===== src/design/assert_macros.svh =====
// Assertion helpers used by the filter unit. Each macro expects signals named clk and rst_n
// to be visible where it is used.
`ifndef ASSERT_MACROS_SVH
`define ASSERT_MACROS_SVH

// The consequent must hold in the same cycle as the antecedent.
`define ABKF_ASSERT_SAME(label, ante, cons) \
    label: assert property (@(posedge clk) disable iff (!rst_n) (ante) |-> (cons)) \
        else $error("same-cycle check failed");

// The consequent must hold in the cycle after the antecedent.
`define ABKF_ASSERT_NEXT(label, ante, cons) \
    label: assert property (@(posedge clk) disable iff (!rst_n) (ante) |=> (cons)) \
        else $error("next-cycle check failed");

`endif


===== src/design/abkf_pkg.sv =====
`timescale 1ns / 1ps

package abkf_pkg;

    typedef logic signed [31:0] q_t;
    typedef logic signed [49:0] wide_t;
    typedef logic signed [63:0] prod_t;

    localparam q_t Q_MAX = 32'sh7FFFFFFF;
    localparam q_t Q_MIN = 32'sh80000000;

    function automatic q_t sat32(input wide_t v);
        q_t r;
        if (v > wide_t'(Q_MAX))
        begin
            r = Q_MAX;
        end
        else if (v < wide_t'(Q_MIN))
        begin
            r = Q_MIN;
        end
        else
        begin
            r = v[31:0];
        end
        return r;
    endfunction

    // Q16.16 product rescaled with round half up: floor(p / 2^16) plus bit 15.
    function automatic wide_t qround(input prod_t p);
        return wide_t'($signed(p[63:16])) + wide_t'($signed({1'b0, p[15]}));
    endfunction

endpackage


===== src/design/angle_bias_kalman_filter_unit.sv =====
`timescale 1ns / 1ps
`include "assert_macros.svh"

// Two-state angle and gyro-bias Kalman filter in signed Q16.16. Each input transaction
// carries an accelerometer angle and a gyro rate; each produces exactly one output
// transaction with the updated, saturated angle estimate. A sequencer runs ten products
// through one bit-serial multiplier and two gains through one bit-serial divider, one at a
// time. A new sample is accepted only while the sequencer is idle, but a finished result
// may still be waiting in the output register at that time.
// The registers at APB byte offsets 0x0, 0x4, 0x8 and 0xC hold the sample period,
// angle noise, gyro noise and measurement noise; write them only while the filter is idle.
module angle_bias_kalman_filter_unit (
    input  logic         clk,
    input  logic         rst_n,
    input  logic         psel,
    input  logic         penable,
    input  logic         pwrite,
    input  logic [3:0]   paddr,
    input  logic [31:0]  pwdata,
    output logic [31:0]  prdata,
    output logic         pready,
    input  logic         in_valid,
    output logic         in_stall,
    input  abkf_pkg::q_t accel_angle,
    input  abkf_pkg::q_t gyro_rate,
    output logic         out_valid,
    input  logic         out_stall,
    output abkf_pkg::q_t filtered_angle
);
    import abkf_pkg::*;

    localparam logic [1:0] REG_PERIOD = 2'd0;
    localparam logic [1:0] REG_ANOISE = 2'd1;
    localparam logic [1:0] REG_GNOISE = 2'd2;
    localparam logic [1:0] REG_MNOISE = 2'd3;

    localparam logic [4:0] ST_IDLE  = 5'd0;
    localparam logic [4:0] ST_RATE  = 5'd1;
    localparam logic [4:0] ST_ANG   = 5'd2;
    localparam logic [4:0] ST_DIFF  = 5'd3;
    localparam logic [4:0] ST_PAA   = 5'd4;
    localparam logic [4:0] ST_PAB   = 5'd5;
    localparam logic [4:0] ST_PBB   = 5'd6;
    localparam logic [4:0] ST_EVAR  = 5'd7;
    localparam logic [4:0] ST_K0    = 5'd8;
    localparam logic [4:0] ST_K1    = 5'd9;
    localparam logic [4:0] ST_UAA   = 5'd10;
    localparam logic [4:0] ST_UAB   = 5'd11;
    localparam logic [4:0] ST_UBA   = 5'd12;
    localparam logic [4:0] ST_UBB   = 5'd13;
    localparam logic [4:0] ST_UANG  = 5'd14;
    localparam logic [4:0] ST_UBIAS = 5'd15;
    localparam logic [4:0] ST_FIN   = 5'd16;

    logic [15:0] period_reg;
    logic [30:0] anoise_reg;
    logic [30:0] gnoise_reg;
    logic [30:0] mnoise_reg;

    logic [4:0]  state_reg;
    logic        busy_reg;
    logic        out_valid_reg;
    q_t          out_data_reg;

    q_t angle_reg, bias_reg, aa_reg, ab_reg, ba_reg, bb_reg;
    q_t accel_reg, gyro_reg, rate_reg, innov_reg, dot0_reg, negbb_reg;
    q_t e_reg, t0_reg, t1_reg, k0_reg, k1_reg;

    logic        cfg_wr;
    logic        is_mul, is_div;
    logic        mul_start, mul_done, div_start, div_done;
    logic        mul_fire, div_fire, fin_go;
    q_t          mul_a, mul_b, div_num, dt_q, quo;
    prod_t       prod;
    wide_t       qr;

    assign pready = 1'b1;
    assign cfg_wr = psel && penable && pwrite;

    always_comb
    begin
        unique case (paddr[3:2])
            REG_PERIOD: prdata = {16'd0, period_reg};
            REG_ANOISE: prdata = {1'b0, anoise_reg};
            REG_GNOISE: prdata = {1'b0, gnoise_reg};
            REG_MNOISE: prdata = {1'b0, mnoise_reg};
            default:    prdata = '0;
        endcase
    end

    assign dt_q = $signed({16'd0, period_reg});

    assign is_mul = (state_reg == ST_ANG) || (state_reg == ST_PAA) || (state_reg == ST_PAB)
                 || (state_reg == ST_PBB) || (state_reg == ST_UAA) || (state_reg == ST_UAB)
                 || (state_reg == ST_UBA) || (state_reg == ST_UBB) || (state_reg == ST_UANG)
                 || (state_reg == ST_UBIAS);
    assign is_div = (state_reg == ST_K0) || (state_reg == ST_K1);

    assign mul_start = is_mul && !busy_reg;
    assign div_start = is_div && !busy_reg;
    assign mul_fire  = busy_reg && mul_done;
    assign div_fire  = busy_reg && div_done;
    assign fin_go    = (state_reg == ST_FIN) && (!out_valid_reg || !out_stall);
    assign qr        = qround(prod);

    always_comb
    begin
        mul_a = '0;
        mul_b = '0;
        unique case (state_reg)
            ST_ANG:   begin mul_a = rate_reg;                   mul_b = dt_q;      end
            ST_PAA:   begin mul_a = dot0_reg;                   mul_b = dt_q;      end
            ST_PAB:   begin mul_a = negbb_reg;                  mul_b = dt_q;      end
            ST_PBB:   begin mul_a = $signed({1'b0, gnoise_reg}); mul_b = dt_q;     end
            ST_UAA:   begin mul_a = k0_reg;                     mul_b = t0_reg;    end
            ST_UAB:   begin mul_a = k0_reg;                     mul_b = t1_reg;    end
            ST_UBA:   begin mul_a = k1_reg;                     mul_b = t0_reg;    end
            ST_UBB:   begin mul_a = k1_reg;                     mul_b = t1_reg;    end
            ST_UANG:  begin mul_a = k0_reg;                     mul_b = innov_reg; end
            ST_UBIAS: begin mul_a = k1_reg;                     mul_b = innov_reg; end
            default:  begin mul_a = '0;                         mul_b = '0;        end
        endcase
    end

    assign div_num = (state_reg == ST_K1) ? ba_reg : aa_reg;

    abkf_mul u_mul (
        .clk   (clk),
        .rst_n (rst_n),
        .start (mul_start),
        .a     (mul_a),
        .b     (mul_b),
        .done  (mul_done),
        .prod  (prod)
    );

    abkf_div u_div (
        .clk   (clk),
        .rst_n (rst_n),
        .start (div_start),
        .num   (div_num),
        .den   (e_reg),
        .done  (div_done),
        .quo   (quo)
    );

    always_ff @(posedge clk or negedge rst_n)
    begin
        if (!rst_n)
        begin
            period_reg    <= 16'd328;
            anoise_reg    <= 31'd6554;
            gnoise_reg    <= 31'd6554;
            mnoise_reg    <= 31'd32768;
            state_reg     <= ST_IDLE;
            busy_reg      <= 1'b0;
            out_valid_reg <= 1'b0;
            angle_reg     <= '0;
            bias_reg      <= '0;
            aa_reg        <= 32'sd65536;
            ab_reg        <= '0;
            ba_reg        <= '0;
            bb_reg        <= 32'sd65536;
        end
        else
        begin
            if (cfg_wr)
            begin
                unique case (paddr[3:2])
                    REG_PERIOD: period_reg <= pwdata[15:0];
                    REG_ANOISE: anoise_reg <= pwdata[30:0];
                    REG_GNOISE: gnoise_reg <= pwdata[30:0];
                    REG_MNOISE: mnoise_reg <= pwdata[30:0];
                    default:    ;
                endcase
            end

            if (out_valid_reg && !out_stall && !fin_go)
            begin
                out_valid_reg <= 1'b0;
            end

            if (is_mul || is_div)
            begin
                if (!busy_reg)
                begin
                    busy_reg <= 1'b1;
                end
                else if (mul_done || div_done)
                begin
                    busy_reg <= 1'b0;
                end
            end

            unique case (state_reg)
                ST_IDLE:
                begin
                    if (in_valid)
                    begin
                        state_reg <= ST_RATE;
                    end
                end
                ST_RATE:
                begin
                    state_reg <= ST_ANG;
                end
                ST_ANG:
                begin
                    if (mul_fire)
                    begin
                        angle_reg <= sat32(wide_t'(angle_reg) + qr);
                        state_reg <= ST_DIFF;
                    end
                end
                ST_DIFF:
                begin
                    state_reg <= ST_PAA;
                end
                ST_PAA:
                begin
                    if (mul_fire)
                    begin
                        aa_reg    <= sat32(wide_t'(aa_reg) + qr);
                        state_reg <= ST_PAB;
                    end
                end
                ST_PAB:
                begin
                    if (mul_fire)
                    begin
                        ab_reg    <= sat32(wide_t'(ab_reg) + qr);
                        ba_reg    <= sat32(wide_t'(ba_reg) + qr);
                        state_reg <= ST_PBB;
                    end
                end
                ST_PBB:
                begin
                    if (mul_fire)
                    begin
                        bb_reg    <= sat32(wide_t'(bb_reg) + qr);
                        state_reg <= ST_EVAR;
                    end
                end
                ST_EVAR:
                begin
                    state_reg <= ST_K0;
                end
                ST_K0:
                begin
                    if (div_fire)
                    begin
                        state_reg <= ST_K1;
                    end
                end
                ST_K1:
                begin
                    if (div_fire)
                    begin
                        state_reg <= ST_UAA;
                    end
                end
                ST_UAA:
                begin
                    if (mul_fire)
                    begin
                        aa_reg    <= sat32(wide_t'(aa_reg) - qr);
                        state_reg <= ST_UAB;
                    end
                end
                ST_UAB:
                begin
                    if (mul_fire)
                    begin
                        ab_reg    <= sat32(wide_t'(ab_reg) - qr);
                        state_reg <= ST_UBA;
                    end
                end
                ST_UBA:
                begin
                    if (mul_fire)
                    begin
                        ba_reg    <= sat32(wide_t'(ba_reg) - qr);
                        state_reg <= ST_UBB;
                    end
                end
                ST_UBB:
                begin
                    if (mul_fire)
                    begin
                        bb_reg    <= sat32(wide_t'(bb_reg) - qr);
                        state_reg <= ST_UANG;
                    end
                end
                ST_UANG:
                begin
                    if (mul_fire)
                    begin
                        angle_reg <= sat32(wide_t'(angle_reg) + qr);
                        state_reg <= ST_UBIAS;
                    end
                end
                ST_UBIAS:
                begin
                    if (mul_fire)
                    begin
                        bias_reg  <= sat32(wide_t'(bias_reg) + qr);
                        state_reg <= ST_FIN;
                    end
                end
                ST_FIN:
                begin
                    if (fin_go)
                    begin
                        out_valid_reg <= 1'b1;
                        state_reg     <= ST_IDLE;
                    end
                end
                default:
                begin
                    state_reg <= ST_IDLE;
                end
            endcase
        end
    end

    // Working values of the current sample; every one is written before it is read.
    always_ff @(posedge clk)
    begin
        if (state_reg == ST_IDLE && in_valid)
        begin
            accel_reg <= accel_angle;
            gyro_reg  <= gyro_rate;
        end
        if (state_reg == ST_RATE)
        begin
            rate_reg <= sat32(wide_t'(gyro_reg) - wide_t'(bias_reg));
        end
        if (state_reg == ST_DIFF)
        begin
            innov_reg <= sat32(wide_t'(accel_reg) - wide_t'(angle_reg));
            dot0_reg  <= sat32(wide_t'($signed({1'b0, anoise_reg}))
                               - wide_t'(ab_reg) - wide_t'(ba_reg));
            negbb_reg <= sat32(-wide_t'(bb_reg));
        end
        if (state_reg == ST_EVAR)
        begin
            e_reg  <= sat32(wide_t'($signed({1'b0, mnoise_reg})) + wide_t'(aa_reg));
            t0_reg <= aa_reg;
            t1_reg <= ab_reg;
        end
        if (state_reg == ST_K0 && div_fire)
        begin
            k0_reg <= quo;
        end
        if (state_reg == ST_K1 && div_fire)
        begin
            k1_reg <= quo;
        end
        if (fin_go)
        begin
            out_data_reg <= angle_reg;
        end
    end

    assign in_stall       = (state_reg != ST_IDLE);
    assign out_valid      = out_valid_reg;
    assign filtered_angle = out_data_reg;

    `ABKF_ASSERT_NEXT(a_accept_starts, in_valid && !in_stall, state_reg == ST_RATE)
    `ABKF_ASSERT_SAME(a_one_unit, mul_done, !div_done)
    `ABKF_ASSERT_NEXT(a_fin_loads, fin_go, out_valid && (filtered_angle == $past(angle_reg)))

endmodule


===== src/design/abkf_mul.sv =====
`timescale 1ns / 1ps

// Signed 32x32 shift-add multiplier, one multiplier bit per cycle.
module abkf_mul (
    input  logic            clk,
    input  logic            rst_n,
    input  logic            start,
    input  abkf_pkg::q_t    a,
    input  abkf_pkg::q_t    b,
    output logic            done,
    output abkf_pkg::prod_t prod
);
    import abkf_pkg::*;

    q_t                 a_reg;
    logic signed [32:0] hi_reg;
    logic [31:0]        lo_reg;
    logic [4:0]         cnt_reg;
    logic               busy_reg;
    logic               done_reg;
    logic signed [33:0] addend;
    logic signed [33:0] sum;

    // The top multiplier bit carries negative weight, so its partial product is subtracted.
    always_comb
    begin
        if (!lo_reg[0])
        begin
            addend = '0;
        end
        else if (cnt_reg == 5'd31)
        begin
            addend = -34'(a_reg);
        end
        else
        begin
            addend = 34'(a_reg);
        end
        sum = 34'(hi_reg) + addend;
    end

    always_ff @(posedge clk or negedge rst_n)
    begin
        if (!rst_n)
        begin
            busy_reg <= 1'b0;
            done_reg <= 1'b0;
            cnt_reg  <= '0;
        end
        else
        begin
            done_reg <= 1'b0;
            if (start)
            begin
                busy_reg <= 1'b1;
                cnt_reg  <= '0;
            end
            else if (busy_reg)
            begin
                cnt_reg <= cnt_reg + 5'd1;
                if (cnt_reg == 5'd31)
                begin
                    busy_reg <= 1'b0;
                    done_reg <= 1'b1;
                end
            end
        end
    end

    always_ff @(posedge clk)
    begin
        if (start)
        begin
            a_reg  <= a;
            hi_reg <= '0;
            lo_reg <= b;
        end
        else if (busy_reg)
        begin
            hi_reg <= sum[33:1];
            lo_reg <= {sum[0], lo_reg[31:1]};
        end
    end

    assign done = done_reg;
    assign prod = {hi_reg[31:0], lo_reg};

endmodule


===== src/design/abkf_div.sv =====
`timescale 1ns / 1ps

// Gain divider: (num * 2^16) / den truncated toward zero, saturated, zero when den <= 0.
// Restoring division, one quotient bit per cycle over 48 bits.
module abkf_div (
    input  logic         clk,
    input  logic         rst_n,
    input  logic         start,
    input  abkf_pkg::q_t num,
    input  abkf_pkg::q_t den,
    output logic         done,
    output abkf_pkg::q_t quo
);
    import abkf_pkg::*;

    logic [30:0] den_reg;
    logic [31:0] rem_reg;
    logic [47:0] sh_reg;
    logic [5:0]  cnt_reg;
    logic        busy_reg;
    logic        done_reg;
    logic        neg_reg;
    logic        zero_reg;
    logic [31:0] mag;
    logic [31:0] trial;
    logic        ge;

    assign mag   = num[31] ? (32'd0 - num) : num;
    assign trial = {rem_reg[30:0], sh_reg[47]};
    assign ge    = trial >= {1'b0, den_reg};

    always_ff @(posedge clk or negedge rst_n)
    begin
        if (!rst_n)
        begin
            busy_reg <= 1'b0;
            done_reg <= 1'b0;
            cnt_reg  <= '0;
        end
        else
        begin
            done_reg <= 1'b0;
            if (start)
            begin
                busy_reg <= 1'b1;
                cnt_reg  <= '0;
            end
            else if (busy_reg)
            begin
                cnt_reg <= cnt_reg + 6'd1;
                if (cnt_reg == 6'd47)
                begin
                    busy_reg <= 1'b0;
                    done_reg <= 1'b1;
                end
            end
        end
    end

    always_ff @(posedge clk)
    begin
        if (start)
        begin
            den_reg  <= den[30:0];
            rem_reg  <= '0;
            sh_reg   <= {mag, 16'd0};
            neg_reg  <= num[31];
            zero_reg <= den[31] || (den == '0);
        end
        else if (busy_reg)
        begin
            rem_reg <= ge ? (trial - {1'b0, den_reg}) : trial;
            sh_reg  <= {sh_reg[46:0], ge};
        end
    end

    always_comb
    begin
        if (zero_reg)
        begin
            quo = '0;
        end
        else if (neg_reg)
        begin
            quo = (sh_reg > 48'h0000_8000_0000) ? Q_MIN : q_t'(48'd0 - sh_reg);
        end
        else
        begin
            quo = (sh_reg > 48'h0000_7FFF_FFFF) ? Q_MAX : q_t'(sh_reg);
        end
    end

    assign done = done_reg;

endmodule


===== config.mk =====
export PLATFORM = sky130hd
export DESIGN_NAME = angle_bias_kalman_filter_unit
export DESIGN_NICKNAME = d
export VERILOG_FILES = /design/src/design/abkf_pkg.sv /design/src/design/angle_bias_kalman_filter_unit.sv /design/src/design/abkf_mul.sv /design/src/design/abkf_div.sv
export VERILOG_INCLUDE_DIRS = /design/src /design/src/design
export SDC_FILE = /design/constraint.sdc
export NUM_CORES = 2
export LEC_CHECK = 0
export BUFFER_PORTS_ARGS = -buffer_cell sky130_fd_sc_hd__buf_2
export CAP_MARGIN = 10
export CELL_PAD_IN_SITES_DETAIL_PLACEMENT = 0
export CELL_PAD_IN_SITES_GLOBAL_PLACEMENT = 1
export CORE_UTILIZATION = 50
export DETAILED_ROUTE_END_ITERATION = 7
export PLACE_DENSITY_LB_ADDON = 0.1
export SYNTH_ARGS = -nofsm -noshare
export SYNTH_HDL_FRONTEND = slang
export SYNTH_SLANG_ARGS = --single-unit

===== constraint.sdc =====
create_clock -name clk -period 11.57 [get_ports clk]
set_clock_uncertainty 0.05 [all_clocks]
set_input_delay 2.314 -clock clk [delete_from_list [all_inputs] [get_ports clk]]
set_output_delay 2.314 -clock clk [all_outputs]
set_load 0.05 [all_outputs]

-- Word level (Yosys, flattened, before mapping)
Index checks and enable logic that the tools add are counted.
- register bits: 916
- equality and inequality tests: 35
- mux-type cells: 89
- reduce and logical (&&, ||, !) cells: 58
- magnitude comparators: 33
- add/sub/neg operators: 24
- operator list (kind ; count):
    $mux W32 ; 41
    $gt A50 B32 Y1 const B ; 11
    $lt A50 B32 Y1 const B ; 11
    $add A32 B49 Y50 ; 6
    $pmux W32 S2 ; 4
    $pmux W32 S4 ; 2
    $sub A32 B49 Y50 ; 4
    $pmux W32 S6 ; 1
    $gt A33 B32 Y1 const B ; 3
    $lt A33 B32 Y1 const B ; 3
    $sub A32 B32 Y33 ; 3
    $mux W48 ; 2
    $pmux W5 S17 ; 1
    $mux W5 ; 16
    $mux W34 ; 2
    $sub A1 B32 Y32 const A ; 2
    $neg A32 Y50 ; 1
    $add A48 B2 Y49 ; 1
    $gt A48 B31 Y1 const B ; 1
    $gt A48 B32 Y1 const B ; 1
    $eq A5 B4 Y1 const B ; 8
    $add A33 B34 Y34 ; 1
    $gt A34 B32 Y1 const B ; 1
    $lt A34 B32 Y1 const B ; 1
    32 further kinds ; 112

-- Longest topological paths before layout
- depth in word-level cells: 12
- mapped depth: 28

-- Cells and area by module
Synthesis repeated with hierarchy kept, for this count alone.
- cell total of the unflattened synthesis: 9954
- area total of the unflattened synthesis: 84708.7 sq um
- by module, submodules not included (module ; times used ; cells each ; sequential area each (sq um) ; area each (sq um)):
    angle_bias_kalman_filter_unit ; 1 ; 8384 ; 19263.5 ; 70086.0
    abkf_div ; 1 ; 928 ; 3093.0 ; 8106.5
    abkf_mul ; 1 ; 642 ; 2757.6 ; 6516.2

-- Worst setup path before layout
Ideal clock, no wire load.
- path type: flip-flop to flip-flop
- from: reg u_mul.lo_reg[15]
- to: reg ab_reg[28]
- setup time: 0.095 ns
- cell stages (with the launch flop): 26
- arrival: 6.236 ns
- data required time: 11.425 ns
- setup slack: 5.188 ns
- clock period less this slack: 6.382 ns
- path buffers: 2
- path through: edfxtp_1 ha_1 ha_1 nand3_1 nor4_1 and3_1 nand2_1 nor2_1 xor2_1 ha_1 clkbuf_1 or3_1 nor3_1 nor4b_1 a221oi_1 o31ai_1 a2111oi_1 o41ai_1 nor4b_1 a221oi_1 or3_1 o31a_1 buf_2 nor2_1 nor2_1 o31ai_1
- cells in the longest elaborated chain, start to end: 7
- ends and longest elaborated chain (what ; RTL line ; text):
    start: declaration ; abkf_mul.sv:17 ; logic [31:0] lo_reg;
    start signal: assignment ; abkf_mul.sv:81 ; lo_reg <= {sum[0], lo_reg[31:1]};
    $add A48 B2 Y49 (*) ; abkf_pkg.sv:31 ; return wide_t'($signed(p[63:16])) + wide_t'($signed({1'b0, p[15]}));
    $sub A32 B49 Y50 / $add A32 B49 Y50 (equally long branches) ; angle_bias_kalman_filter_unit.sv:274, angle_bias_kalman_filter_unit.sv:231 ;
    $lt A50 B32 Y1 ; abkf_pkg.sv:18 ; else if (v < wide_t'(Q_MIN))
    $mux W32 ; abkf_pkg.sv:18 ;
    $mux W32 ; abkf_pkg.sv:14 ; if (v > wide_t'(Q_MAX))
    $mux W32, on equally long branches ; angle_bias_kalman_filter_unit.sv:272, angle_bias_kalman_filter_unit.sv:229 ;
    $pmux W32 S2 (*) ; angle_bias_kalman_filter_unit.sv:195 ; unique case (state_reg)
    end signal: assignment ; angle_bias_kalman_filter_unit.sv:231 ; ab_reg <= sat32(wide_t'(ab_reg) + qr);
    end signal: assignment ; angle_bias_kalman_filter_unit.sv:274 ; ab_reg <= sat32(wide_t'(ab_reg) - qr);
    end: declaration ; angle_bias_kalman_filter_unit.sv:65 ; q_t angle_reg, bias_reg, aa_reg, ab_reg, ba_reg, bb_reg;
Every way passes the cells marked *; elsewhere a longest branch is shown, timed or not. The select of a mux whose other input is x is not followed.
A chain may end at the register's enable or synchronous reset.

-- Worst setup path in the final report
- from: reg u_mul.lo_reg[15]
- to: reg ab_reg[30]
Same word-level chain as after synthesis.

==> impl_metrics.tcl <==
set metrics [dict create \
    place_area_um2 84200 \
    io-pin-count 174 \
    via_per_inst 6.47 \
    setup-tns-final_ns 0 \
    final_cell_area_um2 87700 \
    setup-violations-final 0 \
    hold_end "u_div.den_reg[7]" \
    drive_gt1_share_pct 8.40 \
    p_total_mw 7.98 \
    vias 75400 \
    critPathKind "reg -> reg" \
    synth-seq-cells 916 \
    yosysWarningCount 0 \
    ant_nets 0 \
    clk_pin_slew_worst_paths_ns 0.07 \
    grt-ovfl-total 0 \
    postCtsHoldBufs 0 \
    endpoint_kind "flop" \
    synth-edff-count 513 \
    gr-usage-met3_pct 7.89 \
    rr_startpoint "u_mul.lo_reg[15]" \
    io_buffers 168 \
    nFillCells 15000 \
    fin_crit_sh_pct 75.3 \
    initial_core_util_pct 50.3 \
    rows 147 \
    yosysTopAreaCell "edfxtp_1" \
    die_h_um 404 \
    grt.met1_usage_pct 51.2 \
    grt_max_degree 85 \
    gp_congestion 1.02 \
    cellLeakagePower_nw 35.8 \
    drt_pre_antenna_iters 8 \
    wl_per_cell_um 27.1 \
    fin_cells 11700 \
    rsz0062_at_grt "false" \
    dp_cells 11500 \
    cpLargestDelayFamily "simple AND/OR/NAND/NOR gates" \
    drcViolationCount 5 \
    power_density_nw_per_um2 91.0 \
    cp_common_cell "ha_1" \
    hold_depth 0 \
    largest_reg_flops 48 \
    synth_top_area_share_pct 19.1 \
    slowest_stage "xor2_1" \
    max_stage_delay_ns 0.87 \
    met2_usage_pct 57.3 \
    r2r_cells 25 \
    synth.area.top_cells "edfxtp_1 (19%), ha_1 (11%), dfrtp_1 (9.4%), a21oi_1 (5.4%), xnor2_1 (4.9%)" \
    gr-max-usage-layer "met2" \
    arrival_ns 9.31 \
    cts_resized 0 \
    antenna_found_initial 16 \
    hold_class "reg -> reg" \
    max_freq_mhz 115 \
    status "finished, violations left" \
    r2r_slack_ns 2.86 \
    tritoncts "done" \
    cts_setup_buffers 0 \
    grt_pass1_wl_um 460000 \
    cp.required_ns 12.18 \
    drt_iter0_drc 8759 \
    post-dp-hpwl_um 246000 \
    maxSlewViolCount 0 \
    fin_crit_ns 8.71 \
    ir_drop_v 0.000110 \
    grt_util_all_layers_pct 37.7 \
    worst_pin_slew_ns 1.31 \
    dieArea_um2 163000 \
    synth_nets 10300 \
    cp_num_buf_inv 2 \
    htree_num_levels 3 \
    cts-buffers-inserted 100 \
    final_cell_mix "nor2_1 (899), a21oi_1 (872), ha_1 (730), nand2_1 (606), inv_1 (527)" \
    grt_pass1_vias 70000 \
    drt_wl_total_um 316000 \
    die_x_um 404 \
    relSlewSlack_pct 11.9 \
    insertion_delay_ns 0.74 \
    core-area_um2 161000 \
    final_common_cell "nor2_1" \
    ys_types 93 \
    synthArstFlopShare_pct 35.3 \
    violations "design-rule violations" \
    crit_path_start_kind "flop" \
    holdCritStartpoint "e_reg[7]" \
    syn2layout_area_growth_pct 8.47 \
    hold_violations 0 \
    nNetsFinal 10300 \
    clk_path_buf_depth 3 \
    ys.flop_type "edfxtp_1" \
    r2r-end "ab_reg[30]" \
    syn_inst 9431 \
    post_synth.cell_area_avg_um2 8.57 \
    root_buffer "clkbuf_16" \
    max-cap-violations 0 \
    ys_seq_area_share_pct 31.1 \
    clock_sinks 916 \
    synth_area_um2 80800 \
    cp_max_fo 17 \
]
[layout make-up]
type / count / area [µm²] / share of cell area [%]
diodes: 6 / 15.0 / 0.0171
clock buffers: 135 / 2760 / 3.15
clock inverters: 54 / 719 / 0.821
inverters: 537 / 2020 / 2.30
multi-input cells: 7533 / 52300 / 59.7
flip-flops and latches: 916 / 25100 / 28.7
well taps: 2160 / 2700 / 3.08
repair buffers: 320 / 1990 / 2.27
[power by group]
group | internal, mW | total (mW) | switching, mW
sequential | 3.55 | 3.69 | 0.137
clock | 2.00 | 3.49 | 1.49
combinational | 0.323 | 0.800 | 0.477
total | 5.88 | 7.98 | 2.10
[logic make-up (layout without fill, tap and decap cells)]
family / Yosys count / count (layout) / share of synthesized area (%)
AOI/OAI and AO/OA: 2979 / 2979 / 23.9
xor gates and xnor gates: 677 / 677 / 7.34
adders and majority gates: 781 / 781 / 12.5
buffers and inverters: 982 / 1046 / 4.59
DFF: 916 / 916 / 31.1
muxes: 261 / 261 / 3.68
other: 2 / 8 / 0.00929
and+or+nand+nor: 2833 / 2833 / 16.9
[worst reg2reg max path: cells and delay by family, from the launching register on]
kind / cells / cell delay (ns)
AO/OA/AOI/OAI: 8 / 1.96
AND/OR/NAND/NOR: 11 / 3.77
adder cells (fa/ha/maj): 3 / 1.10
flip-flops: 1 / 0.36
buffers and inverters: 2 / 0.49
XOR/XNOR: 1 / 0.87
[metrics by stage]
step | worst slack, ns | utilization (%) | hold WS (ns)
floorplan | 5.19 | - | 0.377
global placement | 3.29 | 52.4 | 0.382
detailed placement | 3.20 | 52.4 | 0.389
CTS | 3.15 | 54.6 | 0.405
global route | 2.64 | 54.6 | 0.409
finish | 2.86 | 54.6 | 0.400
[cell usage after synthesis (114+ instances only)]
cell,instances
xor2_1,224
inv_1,528
dfrtp_1,303
mux2_2,132
o21bai_1,123
xnor2_1,453
a22oi_1,129
nor3_1,202
clkbuf_1,393
nor2_1,917
ha_1,730
o31ai_1,148
nand2_1,606
nand3_1,246
a21o_1,265
o21ai_0,511
edfxtp_1,513
a31oi_1,125
o21a_1,114
a21oi_1,875
[worst max-delay path by stage]
stage                           from    endpoint  depth (start not counted)
global route        u_mul.lo_reg[15]  ab_reg[12]                         24
global placement    u_mul.lo_reg[15]  ab_reg[30]                         23
CTS                 u_mul.lo_reg[15]   ab_reg[9]                         24
finish              u_mul.lo_reg[15]  ab_reg[30]                         25
detailed placement  u_mul.lo_reg[15]  ab_reg[30]                         23
floorplan           u_mul.lo_reg[15]  ab_reg[28]                         25
[metal layers]
layer	part of all wire, %	wire (µm)
met5	0.030	94
met4	5.3	16700
met3	9.7	30500
met2	43	136000
met1	42	133000
(Power assumes the default switching activity.)
